==> src/rtl/sem_pkg.sv <==
`timescale 1ns / 1ps

package sem_pkg;

    // frame geometry and pixel format
    localparam int MAX_WIDTH   = 1024;
    localparam int MAX_HEIGHT  = 1024;
    localparam int PIXEL_BITS  = 8;
    localparam int SIZE_BITS   = 11;
    localparam int COL_BITS    = $clog2(MAX_WIDTH);
    localparam int ROW_BITS    = $clog2(MAX_HEIGHT);
    localparam int IN_ROW_BITS = 11;

    // arithmetic widths
    localparam int GAIN_BITS     = 8;
    localparam int COLOR_BITS    = 8;
    localparam int GRAD_BITS     = PIXEL_BITS + 3;
    localparam int SQ_BITS       = 2 * GRAD_BITS - 1;
    localparam int G2_BITS       = 2 * GAIN_BITS - 2;
    localparam int SCALED_BITS   = SQ_BITS + G2_BITS;
    localparam int ROOT_BITS     = COLOR_BITS;
    localparam int RAD_BITS      = 2 * ROOT_BITS;
    localparam int ROOT_CNT_BITS = $clog2(ROOT_BITS);

    // register port
    localparam int ADDR_BITS = 4;
    localparam int DATA_BITS = 32;

    localparam logic [1:0] REG_WIDTH  = 2'd0;
    localparam logic [1:0] REG_HEIGHT = 2'd1;
    localparam logic [1:0] REG_GAIN   = 2'd2;
    localparam logic [1:0] REG_MAXC   = 2'd3;

    // register reset values
    localparam logic [SIZE_BITS-1:0]  RST_WIDTH  = SIZE_BITS'(1024);
    localparam logic [SIZE_BITS-1:0]  RST_HEIGHT = SIZE_BITS'(1024);
    localparam logic [GAIN_BITS-1:0]  RST_GAIN   = GAIN_BITS'(1);
    localparam logic [COLOR_BITS-1:0] RST_MAXC   = COLOR_BITS'(255);

    // saturated frame size and scaling, as seen by the datapath
    typedef struct packed {
        logic [SIZE_BITS-1:0]         width;
        logic [SIZE_BITS-1:0]         height;
        logic signed [GAIN_BITS-1:0]  gain;
        logic [COLOR_BITS-1:0]        max_color;
    } t_cfg;

    typedef enum logic [6:0] {
        ST_IDLE  = 7'b0000001,
        ST_READ  = 7'b0000010,
        ST_GRAD  = 7'b0000100,
        ST_SQR   = 7'b0001000,
        ST_SCALE = 7'b0010000,
        ST_ROOT  = 7'b0100000,
        ST_OUT   = 7'b1000000
    } t_state;

    typedef struct packed {
        logic accept;
        logic win_update;
        logic grad_load;
        logic sq_load;
        logic scale_load;
        logic root_step;
        logic out_load;
    } t_cmd;

    typedef struct packed {
        logic emit;
        logic root_last;
        logic out_free;
    } t_status;

endpackage

==> src/rtl/sem_ctrl.sv <==
`timescale 1ns / 1ps

module sem_ctrl (
    input  logic             i_clk,
    input  logic             i_rst_n,
    input  logic             i_in_valid,
    output logic             o_in_ready,
    input  sem_pkg::t_status i_status,
    output sem_pkg::t_cmd    o_cmd
);

    import sem_pkg::*;

    t_state r_state;
    t_state n_state;

    always_ff @(posedge i_clk) begin
        if (!i_rst_n) begin
            r_state <= ST_IDLE;
        end else begin
            r_state <= n_state;
        end
    end

    assign o_in_ready = (r_state == ST_IDLE);

    // next state and datapath commands
    always_comb begin
        n_state = r_state;
        o_cmd   = '0;
        unique case (r_state)
            ST_IDLE: begin
                if (i_in_valid) begin
                    o_cmd.accept = 1'b1;
                    n_state      = ST_READ;
                end
            end
            ST_READ: begin
                o_cmd.win_update = 1'b1;
                n_state          = i_status.emit ? ST_GRAD : ST_IDLE;
            end
            ST_GRAD: begin
                o_cmd.grad_load = 1'b1;
                n_state         = ST_SQR;
            end
            ST_SQR: begin
                o_cmd.sq_load = 1'b1;
                n_state       = ST_SCALE;
            end
            ST_SCALE: begin
                o_cmd.scale_load = 1'b1;
                n_state          = ST_ROOT;
            end
            ST_ROOT: begin
                o_cmd.root_step = 1'b1;
                if (i_status.root_last) begin
                    n_state = ST_OUT;
                end
            end
            ST_OUT: begin
                if (i_status.out_free) begin
                    o_cmd.out_load = 1'b1;
                    n_state        = ST_IDLE;
                end
            end
            default: n_state = ST_IDLE;
        endcase
    end

endmodule

==> config.mk <==
export PLATFORM = sky130hd
export DESIGN_NAME = sem_ctrl
export DESIGN_NICKNAME = d
export VERILOG_FILES = /design/src/rtl/sem_pkg.sv /design/src/rtl/sem_ctrl.sv
export SDC_FILE = /design/constraint.sdc
export NUM_CORES = 1
export LEC_CHECK = 0
export BUFFER_PORTS_ARGS = -buffer_cell sky130_fd_sc_hd__buf_4
export CAP_MARGIN = 10
export CORE_AREA = 2 2 39 41
export DETAILED_ROUTE_END_ITERATION = 12
export DIE_AREA = 0 0 41 43
export PLACE_DENSITY = 0.66
export SLEW_MARGIN = 0
export SYNTH_ARGS = -nofsm -noshare
export SYNTH_HDL_FRONTEND = slang
export SYNTH_SLANG_ARGS = --single-unit
==> constraint.sdc <==
create_clock -name i_clk -period 1.95 [get_ports i_clk]
set_clock_uncertainty 0.2 [all_clocks]
set_input_delay 0.2925 -clock i_clk [delete_from_list [all_inputs] [get_ports i_clk]]
set_output_delay 0.2925 -clock i_clk [all_outputs]
set_load 0.005 [all_outputs]
# [Yosys cells after proc, flatten, opt, wreduce, memory -nomap -nowiden]
# Cells that the tools add are included.
# W data, S select, Z words.
[classes] n_eq_ne=10 n_mux=14 reduce_logical=1
[ops] op="$pmux W7 S7" count=1
[ops] op="$mux W7" count=3
[ops] op="$mux W1" count=9
[ops] op="$eq A7 B1 Y1 const B" count=1
[ops] op="$eq A7 B2 Y1 const B" count=1
[ops] op="$eq A7 B3 Y1 const B" count=1
[ops] op="$eq A7 B4 Y1 const B" count=1
[ops] op="$eq A7 B5 Y1 const B" count=1
[ops] op="$eq A7 B6 Y1 const B" count=1
[ops] op="$eq A7 B7 Y1 const B" count=1
[ops] op="$ne A2 B2 Y1 const B" count=3
[ops] op="$mux W3" count=1
[ops] op="$reduce_and A3 Y1" count=1
[word_totals] regBits=7 in_bits=6 output_inout_bits=8 word_cells=26

# [Logic depth before layout (Yosys ltp)]
[logic_depth] depth_word=3 mapped_depth=5 depth_no_buf=4

# [Least setup slack after synthesis]
# Ideal clock, no wire load.
[synth_path] kind="reg2reg" from="register r_state[3]" to="register r_state[5]" setup_ns=0.062 arrival_ns=1.697 required_ns=1.688 setup_slack_ns=-0.009 path_stages_with_launch=6 path_buffers=1 period_less_slack_ns=1.959 cell_sequence="dfxtp_1 -> or4_4 -> buf_6 -> or4_4 -> nor2b_4 -> nor2b_4"
[synth_between] elab_chain_len=3 elab_cells_between_ends=12 cone_classes="eq/ne: 10; mux: 1; reduce/logical: 1"
[synth_lines] item="start: declaration" line="sem_ctrl.sv:14" source="t_state r_state;"
[synth_lines] item="start signal: assignment" line="sem_ctrl.sv:21" source="r_state <= n_state;"
[synth_lines] item="$eq A7 B6 Y1, or another cell as far along" line="sem_ctrl.sv:31" source="unique case (r_state)"
[synth_lines] item="$ne A2 B2 Y1 (no source line)"
[synth_lines] item="$reduce_and A3 Y1 (no source line)"
# Parallel ways exist; a longest one is shown, timed or not.
# A chain may end at the register's enable or synchronous reset.

==> results.cfg <==
[critical_path]
reg2reg_slack_ns = 0.03
endpoint_kind = output port
crit_chain = or4_4 > nor4b_4 > buf_4
crit_required_ns = 1.46
crit_path_start = r_state[2]
r2r_start = r_state[2]
critical_path.slowest_cell = or4_4
critPathMaxFanout = 5
critPathKind = flip-flop to output port
r2r_cells = 4
start_kind = flip-flop
slowest_delay_ns = 0.58
worst_ep_arrival_time_ns = 1.59
r2r_end = r_state[2]
cp-endpoint = o_cmd[2]

[detailed_routing]
drt_iter0_markers = 9
via_per_inst = 4.99
vias = 464
route.detailed.drc = 0
antenna_left = 0
first_pass_iters = 4
avgRoutedWirePerCell_um = 11.8
wl_um = 1100

[place]
placed_cell_area_sq_um = 582
place_ws_ns = 0.00931
dp.cells = 85
port_buffers = 13
place_congestion = 0.859
dp_hpwl_um = 754

[timing]
slew-limit-headroom_pct = 70.8
worst_slack_ns = -0.134
rsz0062_at_grt = true
fmax_mhz = 480
hold_viol = 0
period_minus_slack_ns = 2.08
fin_crit_sh_pct = 107
finalMaxSlewViolations = 0
setup_viol = 4
tightest_slew_ns = 0.435

[final_layout]
syn_to_final_growth_pct = 53.8
final_cell_count_no_fill = 93
largest_reg_flops = 7
diodes = 0
postLayoutCoreUtil_pct = 49.1
top_register = r_state
nets = 84
final_common_cell = buf_4
reg.largest.list = r_state x7
mostFrequentLayoutCells = buf_4, nor2_1, dfxtp_1
drive_gt1_share_pct = 50.6
num-fill-cells = 140
final_area_sq_um = 679

[status]
status = finished, violations left
violations = setup timing

[logic_synthesis]
synth_area_leaders = dfxtp_1, nor2b_4, nor2_1, nor4_1, or4_4
ys.flop_type = dfxtp_1
ys_types = 25
synth_top_area_share_pct = 31.7
synth_warnings = 0
synth_nets = 60
seq_area_frac_synth_pct = 31.7
synth_seq_cells = 7
netlist.top_cell.by_area = dfxtp_1
syn-instance-count = 54
synth_async_sr_flop_share_pct = 0
synth_edf_count = 0
synth_area_sq_um = 442
syn_area_per_cell_sq_um = 8.18

[clock_tree]
cts_sinks = 7
numCtsBuffers = 3
cts-hold-fix-buffers = 0
cts_max_level = 1
cts.clk_slew.worst_paths_ns = 0.05
clock_latency_ns = 0.25
cts_tree = yes
cts_root_buf = clkbuf_4
clk_path_buf_depth = 2

[global_routing]
grt_pass1_vias = 440
grt_pass1_wl_um = 1840
grt_max_degree = 10
antenna_found_initial = 0
grt_usage_pct = 15.6
grt-ovfl-total = 0

[pwr]
p_per_area_mw_per_mm2 = 604
ir_drop_v = 0.000270
leakage_uw = 0.000299

[die]
io_pins = 14
rows = 14
start_util_pct = 31.9
core_area_sq_mm = 0.00138
chipWidth_um = 41
die_area_sq_mm = 0.00176
fp.dieH_um = 43

[worst_hold_path]
min-delay-start = i_status[2]
hold_class = input port to flip-flop

[flow_run]
maxCapViolCount = 0
==> synth_stat cells, types with 2 or more instances <==
library cell  count
dfxtp_1           7
nor2_1            7
nor4_1            4
clkbuf_1          3
inv_1             3
nand2_1           3
nor3_1            3
and3_1            2
nand2b_1          2
nor2b_4           2
o21ai_0           2
o31ai_1           2
or4_4             2
==> layer usage <==
layer / part of all wire [%] / GRT usage [%]
met3: 2.9 / 5.24
met5: 0 / 0
met4: 0 / 9.33
met2: 54 / 21.9
met1: 43 / 19.7
==> final cells by class <==
type / instances / area [sq um] / area share (%)
well taps: 16 / 20.0 / 2.95
multi-input cells: 40 / 308 / 45.3
clock buffers: 4 / 26.3 / 3.87
flip-flops and latches: 7 / 141 / 20.8
repair buffers: 23 / 173 / 25.4
inverters: 3 / 11.3 / 1.66
==> critical path, delay by kind of cell (launching register included) <==
family | cells | cell delay, ns
simple gates | 2 | 0.86
buf+inv | 1 | 0.17
flops | 1 | 0.32
==> metrics by stage <==
step                      hold WS, ns  TNS [ns]  power, uW
after floorplan                 0.206  -0.00900        221
after global placement          0.328         0        259
after detailed placement        0.339         0        260
after CTS                      0.0766    -0.286        404
after global routing           0.0819    -0.794        436
final                          0.0787    -0.374        410
==> power by group <==
part / total [uW] / switching (uW) / internal (uW) / leakage [uW]
logic: 120 / 53.1 / 66.7 / 0.000227
registers: 156 / 4.95 / 151 / 0.0000574
clock network: 135 / 56.3 / 78.3 / 0.0000150
total: 410 / 114 / 296 / 0.000299
==> kinds of logic (layout without fill, tap and decap cells) <==
family / Yosys count / after routing / synth area share (%)
compound gates: 7 / 7 / 11.0
flops: 7 / 7 / 31.7
simple gates: 33 / 33 / 49.6
buf+inv: 7 / 30 / 7.65
==> what timing repair did <==
| action | in CTS | in global routing |
|---|---|---|
| buffers inserted | 3 | 1 |
| endpoints found under the setup margin | 7 | 11 |
| gates resized for setup | 4 | 4 |
| pin swaps | 1 | 1 |
==> worst min path at each step <==
stage / to / slack, ns / cells after the start
after global routing: r_state[2] / 0.08 / 3
after floorplan: r_state[2] / 0.21 / 2
after global placement: r_state[4] / 0.33 / 2
final: r_state[2] / 0.08 / 3
after CTS: r_state[2] / 0.08 / 3
after detailed placement: r_state[4] / 0.34 / 2
No activity file was read; power rests on OpenSTA's default activity.
