<file path="config.mk">
export PLATFORM = sky130hd
export DESIGN_NAME = sem_cfg
export DESIGN_NICKNAME = d
export VERILOG_FILES = /design/src/rtl/sem_pkg.sv /design/src/rtl/sem_cfg.sv
export SDC_FILE = /design/constraint.sdc
export NUM_CORES = 1
export LEC_CHECK = 0
export ABC_AREA = 1
export BUFFER_PORTS_ARGS = -buffer_cell sky130_fd_sc_hd__clkbuf_2
export CELL_PAD_IN_SITES_DETAIL_PLACEMENT = 0
export CELL_PAD_IN_SITES_GLOBAL_PLACEMENT = 1
export CORE_MARGIN = 1.5
export CORE_UTILIZATION = 30
export CTS_BUF_LIST = sky130_fd_sc_hd__clkbuf_4
export DETAILED_ROUTE_END_ITERATION = 7
export GPL_TIMING_DRIVEN = 0
export PLACE_DENSITY_LB_ADDON = 0.1
export SETUP_SLACK_MARGIN = 0.5
export SYNTH_ARGS = -nofsm -noshare
export SYNTH_HDL_FRONTEND = slang
export SYNTH_SLANG_ARGS = --single-unit
</file>
<file path="constraint.sdc">
create_clock -name i_clk -period 1 [get_ports i_clk]
set_input_delay 0.05 -clock i_clk [delete_from_list [all_inputs] [get_ports i_clk]]
set_output_delay 0.05 -clock i_clk [all_outputs]
set_load 0.01 [all_outputs]
</file>
<file path="src/rtl/sem_pkg.sv">
`timescale 1ns / 1ps

package sem_pkg;

    // frame geometry and pixel format
    localparam int MAX_WIDTH   = 1024;
    localparam int MAX_HEIGHT  = 1024;
    localparam int PIXEL_BITS  = 8;
    localparam int SIZE_BITS   = 11;
    localparam int COL_BITS    = $clog2(MAX_WIDTH);
    localparam int ROW_BITS    = $clog2(MAX_HEIGHT);
    localparam int IN_ROW_BITS = 11;

    // arithmetic widths
    localparam int GAIN_BITS     = 8;
    localparam int COLOR_BITS    = 8;
    localparam int GRAD_BITS     = PIXEL_BITS + 3;
    localparam int SQ_BITS       = 2 * GRAD_BITS - 1;
    localparam int G2_BITS       = 2 * GAIN_BITS - 2;
    localparam int SCALED_BITS   = SQ_BITS + G2_BITS;
    localparam int ROOT_BITS     = COLOR_BITS;
    localparam int RAD_BITS      = 2 * ROOT_BITS;
    localparam int ROOT_CNT_BITS = $clog2(ROOT_BITS);

    // register port
    localparam int ADDR_BITS = 4;
    localparam int DATA_BITS = 32;

    localparam logic [1:0] REG_WIDTH  = 2'd0;
    localparam logic [1:0] REG_HEIGHT = 2'd1;
    localparam logic [1:0] REG_GAIN   = 2'd2;
    localparam logic [1:0] REG_MAXC   = 2'd3;

    // register reset values
    localparam logic [SIZE_BITS-1:0]  RST_WIDTH  = SIZE_BITS'(1024);
    localparam logic [SIZE_BITS-1:0]  RST_HEIGHT = SIZE_BITS'(1024);
    localparam logic [GAIN_BITS-1:0]  RST_GAIN   = GAIN_BITS'(1);
    localparam logic [COLOR_BITS-1:0] RST_MAXC   = COLOR_BITS'(255);

    // saturated frame size and scaling, as seen by the datapath
    typedef struct packed {
        logic [SIZE_BITS-1:0]         width;
        logic [SIZE_BITS-1:0]         height;
        logic signed [GAIN_BITS-1:0]  gain;
        logic [COLOR_BITS-1:0]        max_color;
    } t_cfg;

    typedef enum logic [6:0] {
        ST_IDLE  = 7'b0000001,
        ST_READ  = 7'b0000010,
        ST_GRAD  = 7'b0000100,
        ST_SQR   = 7'b0001000,
        ST_SCALE = 7'b0010000,
        ST_ROOT  = 7'b0100000,
        ST_OUT   = 7'b1000000
    } t_state;

    typedef struct packed {
        logic accept;
        logic win_update;
        logic grad_load;
        logic sq_load;
        logic scale_load;
        logic root_step;
        logic out_load;
    } t_cmd;

    typedef struct packed {
        logic emit;
        logic root_last;
        logic out_free;
    } t_status;

endpackage

</file>
<file path="src/rtl/sem_cfg.sv">
`timescale 1ns / 1ps

module sem_cfg (
    input  logic                          i_clk,
    input  logic                          i_rst_n,
    input  logic                          psel,
    input  logic                          penable,
    input  logic                          pwrite,
    input  logic [sem_pkg::ADDR_BITS-1:0] paddr,
    input  logic [sem_pkg::DATA_BITS-1:0] pwdata,
    output logic [sem_pkg::DATA_BITS-1:0] prdata,
    output logic                          pready,
    output sem_pkg::t_cfg                 o_cfg
);

    import sem_pkg::*;

    logic [SIZE_BITS-1:0]  r_width;
    logic [SIZE_BITS-1:0]  r_height;
    logic [GAIN_BITS-1:0]  r_gain;
    logic [COLOR_BITS-1:0] r_maxc;
    logic                  wr_en;
    logic [1:0]            reg_idx;

    assign pready  = 1'b1;
    assign wr_en   = psel && penable && pwrite;
    assign reg_idx = paddr[3:2];

    // register writes
    always_ff @(posedge i_clk) begin
        if (!i_rst_n) begin
            r_width  <= RST_WIDTH;
            r_height <= RST_HEIGHT;
            r_gain   <= RST_GAIN;
            r_maxc   <= RST_MAXC;
        end else if (wr_en) begin
            unique case (reg_idx)
                REG_WIDTH:  r_width  <= pwdata[SIZE_BITS-1:0];
                REG_HEIGHT: r_height <= pwdata[SIZE_BITS-1:0];
                REG_GAIN:   r_gain   <= pwdata[GAIN_BITS-1:0];
                REG_MAXC:   r_maxc   <= pwdata[COLOR_BITS-1:0];
                default: ;
            endcase
        end
    end

    // register reads
    always_comb begin
        unique case (reg_idx)
            REG_WIDTH:  prdata = DATA_BITS'(r_width);
            REG_HEIGHT: prdata = DATA_BITS'(r_height);
            REG_GAIN:   prdata = DATA_BITS'(r_gain);
            REG_MAXC:   prdata = DATA_BITS'(r_maxc);
            default:    prdata = '0;
        endcase
    end

    // frame size saturates into 1..max
    always_comb begin
        if (r_width == '0) begin
            o_cfg.width = SIZE_BITS'(1);
        end else if (r_width > SIZE_BITS'(MAX_WIDTH)) begin
            o_cfg.width = SIZE_BITS'(MAX_WIDTH);
        end else begin
            o_cfg.width = r_width;
        end
        if (r_height == '0) begin
            o_cfg.height = SIZE_BITS'(1);
        end else if (r_height > SIZE_BITS'(MAX_HEIGHT)) begin
            o_cfg.height = SIZE_BITS'(MAX_HEIGHT);
        end else begin
            o_cfg.height = r_height;
        end
        o_cfg.gain      = $signed(r_gain);
        o_cfg.max_color = r_maxc;
    end

endmodule

</file>
Word level (Yosys, flattened, before mapping). Index checks and enable logic that the tools add are counted.

Order comparisons: 2. Reductions and logical operators: 9. Equality and inequality tests: 3. Multiplexer cells: 5.

Operators by type and width (count): one-hot mux 32 bit (4 select lines) (1); 2-to-1 mux 11 bit (4); > comparator 11 bit (second input constant) (2); logical NOT 11 bit (2); AND reduction 2 bit (4); equality test 2 bit (second input constant) (2); equality test 2 x 1 -> 1 bit (second input constant) (1); logical AND 1 bit (2); logical NOT 2 bit (1).

Output and inout bits: 71. Bits of input ports: 41. Word-level logic and storage cells: 23. Register bits after elaboration: 38.

Logic depth before layout (Yosys ltp). Gate-level depths: netlist of run 1.

Depth after elaboration: 3. Depth in mapped cells: 6. Gate-level depth less buffers: 6.

Least setup slack after synthesis of run 1. No wires, ideal clock.

Kind: flip-flop to output port. From: register r_width[5]. To: output port o_cfg[28] (netlist bit). Path slack: 0.038 ns. Path buffers: 0. Cell stages (with the launch flop): 6. Data arrival time: 0.912 ns. Required time: 0.950 ns. Cell sequence: dfxtp_1 > nor2_1 > nand3_1 > nor2_1 > nor2_1 > nor2_1.

RTL lines: from (decl) (RTL line sem_cfg.sv:18) `logic [SIZE_BITS-1:0] r_width;`; from (signal assigned) (RTL line sem_cfg.sv:38) `REG_WIDTH: r_width <= pwdata[SIZE_BITS-1:0];`; to (decl) (RTL line sem_cfg.sv:13) `output sem_pkg::t_cfg o_cfg`.

==> out/metrics.cfg, run 1 <==
[synthesis]
synth_cells = 299
synth_compound_area_frac = 0.116
ys_seq_elements = 38
synth-simple-area-share = 0.335
synth_top_family_by_area = simple AND/OR/NAND/NOR gates
synth_xor_area_frac = 0
synthAdderAreaFrac = 0
ys_seq_area_frac = 0.382
syn_area_per_cell_um2 = 6.66
syn-cell-area_um2 = 1990
synth.distinct_cells = 20
synth.area.mux_share = 0
yosysWarnings = 0

[clocking]
clockBufferDepth = 2
clk_pin_slew_ns = 0.12
clk_latency_ns = 0.34
cts_tree = done
cts_root_buf = clkbuf_4
cts_sinks = 38
cts_buffers = 5
h-tree-depth = 2

[setup_path]
worst_ep_arrival_time_ns = 1.39
critPathLaunchType = flip-flop
reg2reg_depth = 5
reg2reg_slack_ns = 0.07
rr_startpoint = r_width[3]
cp.required_ns = 0.95
regToRegEndpoint = r_width[3]
critical_path_class = flip-flop to output pin
cp_max_fo = 8
crit_path_end_kind = output pin

[sta]
drv_slew = 0
fmaxAchievable_mhz = 693
rsz0062_at_grt = true
relSlewSlack = 0.509
period_needed_ns = 1.44
fin_skew_ns = 0
post-route-period-util = 1.44
worstMarginPinSlew_ns = 0.736
setup_tns_ns = -9.97
holdWs_ns = -0.0448
hold_violations = 9
fin_ws_ns = -0.443
setup_viol = 33

[layout]
finalInstanceArea_um2 = 3580
fin_util = 0.561
nets = 465
num_antenna_cells = 0
layout-drive-gt1-share = 0.645
area.growth.synth_to_final_pct = 79.8
fin_cells = 502

[route]
drtIter0Drc = 85
vias_per_cell = 4.51
num_vias = 2265
totalWireLength_mm = 6.96
final_antenna_net_count = 0
wl_per_cell_um = 13.9
drtPass1Iterations = 4
drc_errors = 0

[job]
drv_cap = 0

[pwr]
internal-power_uw = 2160
p_leak_uw = 0.00170
seqPwrFrac = 0.497
combPwrFrac = 0.246
p_per_area_nw_per_um2 = 880
p_sw_frac = 0.313
irDropWorstVdd_v = 0.000437
p_clk_frac = 0.257
switchingPower_uw = 988
p_total_uw = 3150

[min_path]
holdCritPathClass = primary input to flip-flop
whs_path_depth = 3
min_from = pwdata[10]
min_to = r_width[10]

[grt]
antenna_found_initial = 0
grt_pass1_vias = 2063
overflow = 0
grt.total_usage = 0.188
grt_pass1_wl_mm = 10.4
grt_max_degree = 12

[die]
start_util = 0.312
die_area_um2 = 7140
die_y_um = 84.5
core_um2 = 6390
std_cell_rows = 29
die_x_um = 84.5
io_pins = 112

[place]
gp_congestion = 0.822
dp_hpwl_mm = 4.88
placed_area_um2 = 2770
placed_cells = 461
port_buffers = 65

[status]
violations = hold timing, setup timing
status = finished with violations

repair_timing:
item | 4_1_cts | 5_1_grt
setup endpoints to repair | 87 | 87
gates resized for setup | 57 | 138
pin swaps | 21 | 25
endpoints found under the hold margin | 13 | 11
buffers inserted | 15 | 17
gates cloned | 0 | 1
cells by family after synthesis:
family,count (synthesis)
AND/OR/NAND/NOR,160
buffers and inverters,60
AO/OA/AOI/OAI,39
other,2
flip-flops,38
sequential cells by signal (all words and copies together) (netlist names):
name and cells:
r_maxc 8, r_height 11, r_width 11, r_gain 8
cells in the mapped netlist:
library cell	n	area, um^2
buf_2	3	15.0
buf_4	22	165
buf_6	2	22.5
clkbuf_1	4	15.0
conb_1	2	7.51
dfxtp_1	38	761
inv_1	24	90.1
inv_2	5	18.8
nand2_1	54	203
nand2_2	2	12.5
nand3_1	12	60.1
nand3_4	1	17.5
nand4_1	1	6.26
nor2_1	86	323
nor2_4	4	45.0
o2111ai_1	7	61.3
o211ai_1	2	15.0
o21ai_0	24	120
o21ai_1	3	15.0
o22ai_1	3	18.8
power groups by stage:
stage | clock network (uW) | registers [uW] | logic [uW]
floorplan | 0 | 1610 | 422
global placement | 0 | 1610 | 612
detailed placement | 0 | 1610 | 613
CTS | 830 | 1580 | 659
global route | 896 | 1570 | 841
finish | 809 | 1570 | 777
metrics by stage:
step	hold slack, ns	setup WS (ns)
after global routing	-0.0486	-0.517
after floorplan	0.176	0.110
after detailed placement	0.307	-0.115
after CTS	-0.0629	-0.434
final	-0.0448	-0.443
after global placement	0.306	-0.108
worst max-delay path, cell delays in order (launching register included):
cell and delay, ns:
dfxtp_4 0.39, nor2_2 0.04, nand2_1 0.10, nor2_4 0.05
nor2_4 0.26, nor2_2 0.06, buf_2 0.14
cells in the final DEF, fill, tap and decap left out, types with 11 or more instances in the layout:
cell type,Yosys,layout
buf_4,22,36
nor2_4,4,13
o21ai_2,0,16
nor2_1,86,54
nand2_1,54,43
nor2_2,0,23
dfxtp_4,0,11
conb_1,2,22
dfxtp_2,0,27
clkbuf_2,0,19
buf_6,2,44
buf_2,3,25
worst max path at each step:
stage	from	to	slack, ns	cells after the start
finish	r_width[9]	o_cfg[34]	-0.44	6
detailed placement	paddr[3]	prdata[3]	-0.12	6
global placement	paddr[3]	prdata[3]	-0.11	6
CTS	r_width[5]	o_cfg[30]	-0.43	6
floorplan	r_height[8]	o_cfg[17]	0.11	5
global route	r_width[0]	o_cfg[30]	-0.52	6
layer usage:
| layer | vias to the layer above | routed length [um] | GRT usage |
|---|---|---|---|
| met3 | 7 | 417 | 0.0354 |
| li1 | 1153 | - | - |
| met4 | 0 | 73 | 0.0440 |
| met1 | 1040 | 3160 | 0.273 |
| met5 | - | 0 | 0 |
| met2 | 65 | 3310 | 0.288 |
final cells by class:
class	count	area [um^2]
fill	619	2800
multi-input combinational	221	1390
sequential	38	836
timing repair buffer	98	815
buffer	31	245
inverter	29	144
tap	77	96.3
clock buffer	6	45.0
clock inverter	2	8.76
Note: power is estimated with default switching activity, not from simulation.
==> inputs of run 2 (changes only) <==
--- a/config.mk
+++ b/config.mk
@@ -10,7 +10,7 @@
 export CELL_PAD_IN_SITES_DETAIL_PLACEMENT = 0
 export CELL_PAD_IN_SITES_GLOBAL_PLACEMENT = 1
 export CORE_MARGIN = 1.5
-export CORE_UTILIZATION = 30
+export CORE_UTILIZATION = 25
 export CTS_BUF_LIST = sky130_fd_sc_hd__clkbuf_4
 export DETAILED_ROUTE_END_ITERATION = 7
 export GPL_TIMING_DRIVEN = 0
==> constraint.sdc (replaced) <==
create_clock -name i_clk -period 1 [get_ports i_clk]
set_input_delay 0.3 -clock i_clk [delete_from_list [all_inputs] [get_ports i_clk]]
set_output_delay 0.3 -clock i_clk [all_outputs]
set_load 0.01 [all_outputs]
==> out/metrics.cfg, run 2 (synthesis results as in run 1) <==
[clocking]
cts_buffers = 5  ; unchanged
clockBufferDepth = 2  ; unchanged
clk_latency_ns = 0.34  ; about the same
clk_pin_slew_ns = 0.12  ; about the same
cts_sinks = 38  ; unchanged
cts_root_buf = clkbuf_4
h-tree-depth = 2  ; unchanged
cts_tree = done

[sta]
setup_viol = 49  ; +48%
period_needed_ns = 1.77  ; +0.330 ns
post-route-period-util = 1.77  ; +0.330
drv_slew = 0  ; unchanged
hold_violations = 0  ; -9
fin_skew_ns = 0  ; unchanged
rsz0062_at_grt = true
fin_ws_ns = -0.773  ; -0.330 ns
fmaxAchievable_mhz = 564  ; -19%

[grt]
grt_max_degree = 11  ; -1
antenna_found_initial = 0  ; unchanged
overflow = 0  ; unchanged
grt.total_usage = 0.185  ; -0.00323
grt_pass1_vias = 2238  ; +8.5%
grt_pass1_wl_mm = 11.8  ; +14%

[status]
status = finished with violations
violations = setup timing

[layout]
top_regs = r_height (11), r_width (11)
layout-drive-gt1-share = 0.735  ; +0.0900
final_common_cell = buf_6
nets = 468  ; +0.65%
fill_cells = 791  ; +28%
final_cell_mix = buf_6, nor2_1, buf_4
finalInstanceArea_um2 = 4080  ; +14%
area.growth.synth_to_final_pct = 105
num_antenna_cells = 0  ; unchanged

[place]
place_ws_ns = -0.553  ; -0.438 ns
dp_hpwl_mm = 5.32  ; +9.2%
port_buffers = 65  ; unchanged
placed_area_um2 = 2840  ; +2.6%
gp_congestion = 0.747  ; -9.2%

[route]
final_antenna_net_count = 0  ; unchanged
totalWireLength_mm = 7.83  ; +12%
drtIter0Drc = 88  ; +3.5%
wl_per_cell_um = 14.8  ; +6.9%
num_vias = 2321  ; +2.5%
drtPass1Iterations = 4  ; unchanged
drc_errors = 0  ; unchanged
vias_per_cell = 4.40  ; -2.6%

[setup_path]
crit_path_end_kind = output pin
cp.required_ns = 0.70  ; -0.25 ns
rr_startpoint = r_width[3]
worst_ep_arrival_time_ns = 1.47  ; +0.08 ns
cp_max_fo = 5  ; -3
critPathLaunchType = flip-flop
critical_path_class = flip-flop to output pin
worstSetupStartpoint = r_width[3]

[die]
die_x_um = 92.3  ; +9.2%
core_um2 = 7730  ; +21%
std_cell_rows = 32  ; +10%
die_area_um2 = 8510  ; +19%
io_pins = 112  ; unchanged
die_y_um = 92.3  ; +9.2%
start_util = 0.258  ; -0.0541

[min_path]
min_from = pwdata[10]
holdCritPathClass = primary input to flip-flop

[job]
drv_cap = 0  ; unchanged

[pwr]
p_per_area_nw_per_um2 = 808  ; -8.2%
irDropWorstVdd_v = 0.000378  ; -13%
p_leak_uw = 0.00181  ; +6.3%

[run 2: cell types whose count changed in the layout (fill, tap and decap cells not counted), moves of 7 or more]
cell     before  now
nand2_2       9   24
dfxtp_2      27   20
buf_2        25   11
dfxtp_4      11   18
nor2_4       13   24
nor2_1       54   46
nand3_2       5   12
buf_6        44   55
nand2_1      43   21
[run 2: final cells by class]
cell class | instances | area [um^2] | share of cell area
repair buffers | 100 | 1010 | 0.247
flip-flops and latches | 38 | 853 | 0.209
repair inverters | 1 | 11.3 | 0.00276
well taps | 102 | 128 | 0.0313
plain buffers | 31 | 244 | 0.0599
clock inverters | 1 | 3.75 | 0.000921
multi-input cells | 221 | 1600 | 0.393
inverters | 29 | 193 | 0.0473
clock buffers | 5 | 37.5 | 0.00921
[run 2: path summary, 6_finish.rpt]
kind | end | slack (ns) | cells past startpoint
max reg2reg | r_width[3] | 0.14 | 4
max | o_cfg[33] | -0.77 | 7
min reg2reg | r_maxc[3] | 0.49 | 2
min | r_width[10] | 0.19 | 3
[run 2: repair_timing]
action | 4_1_cts | 5_1_grt
resized for setup | 130 | 168
buffers inserted | 16 | 16
cloned | 3 | 1
hold buffers | 0 | 0
pin swaps | 36 | 38
setup endpoints to repair | 87 | 87
[run 2: routing by layer]
layer | up-vias | global-route usage | part of all wire
li1 | 1163 | - | -
met5 | - | 0 | 0
met2 | 47 | 0.326 | 0.52
met1 | 1104 | 0.232 | 0.44
met3 | 7 | 0.0332 | 0.034
met4 | 0 | 0.0423 | 0.0075
[run 2: critical path, cell delays in order (launching register included)]
cell     delay, ns
dfxtp_4       0.37
nor2_2        0.11
nand3_2       0.10
nor2_4        0.16
nor2_4        0.07
buf_12        0.14
nor2_4        0.08
buf_6         0.10
[run 2: power by group]
part / leakage (uW) / internal, uW / switching, uW
clock: 0.0000246 / 241 / 523
sequential: 0.000322 / 1510 / 40.1
combinational: 0.00146 / 453 / 523
total: 0.00181 / 2210 / 1090
[run 2: stage by stage]
stage | TNS [ns] | util | instances | hold slack, ns | power, uW
global placement | -24.17 | 0.368 | 486 | 0.448 | 2270
detailed placement | -24.52 | 0.368 | 486 | 0.455 | 2270
floorplan | -3.12 | - | 319 | 0.426 | 2060
finish | -21.16 | 0.528 | 528 | 0.186 | 3290
CTS | -21.32 | 0.442 | 511 | 0.188 | 3190
global route | -24.13 | 0.528 | 528 | 0.173 | 3450
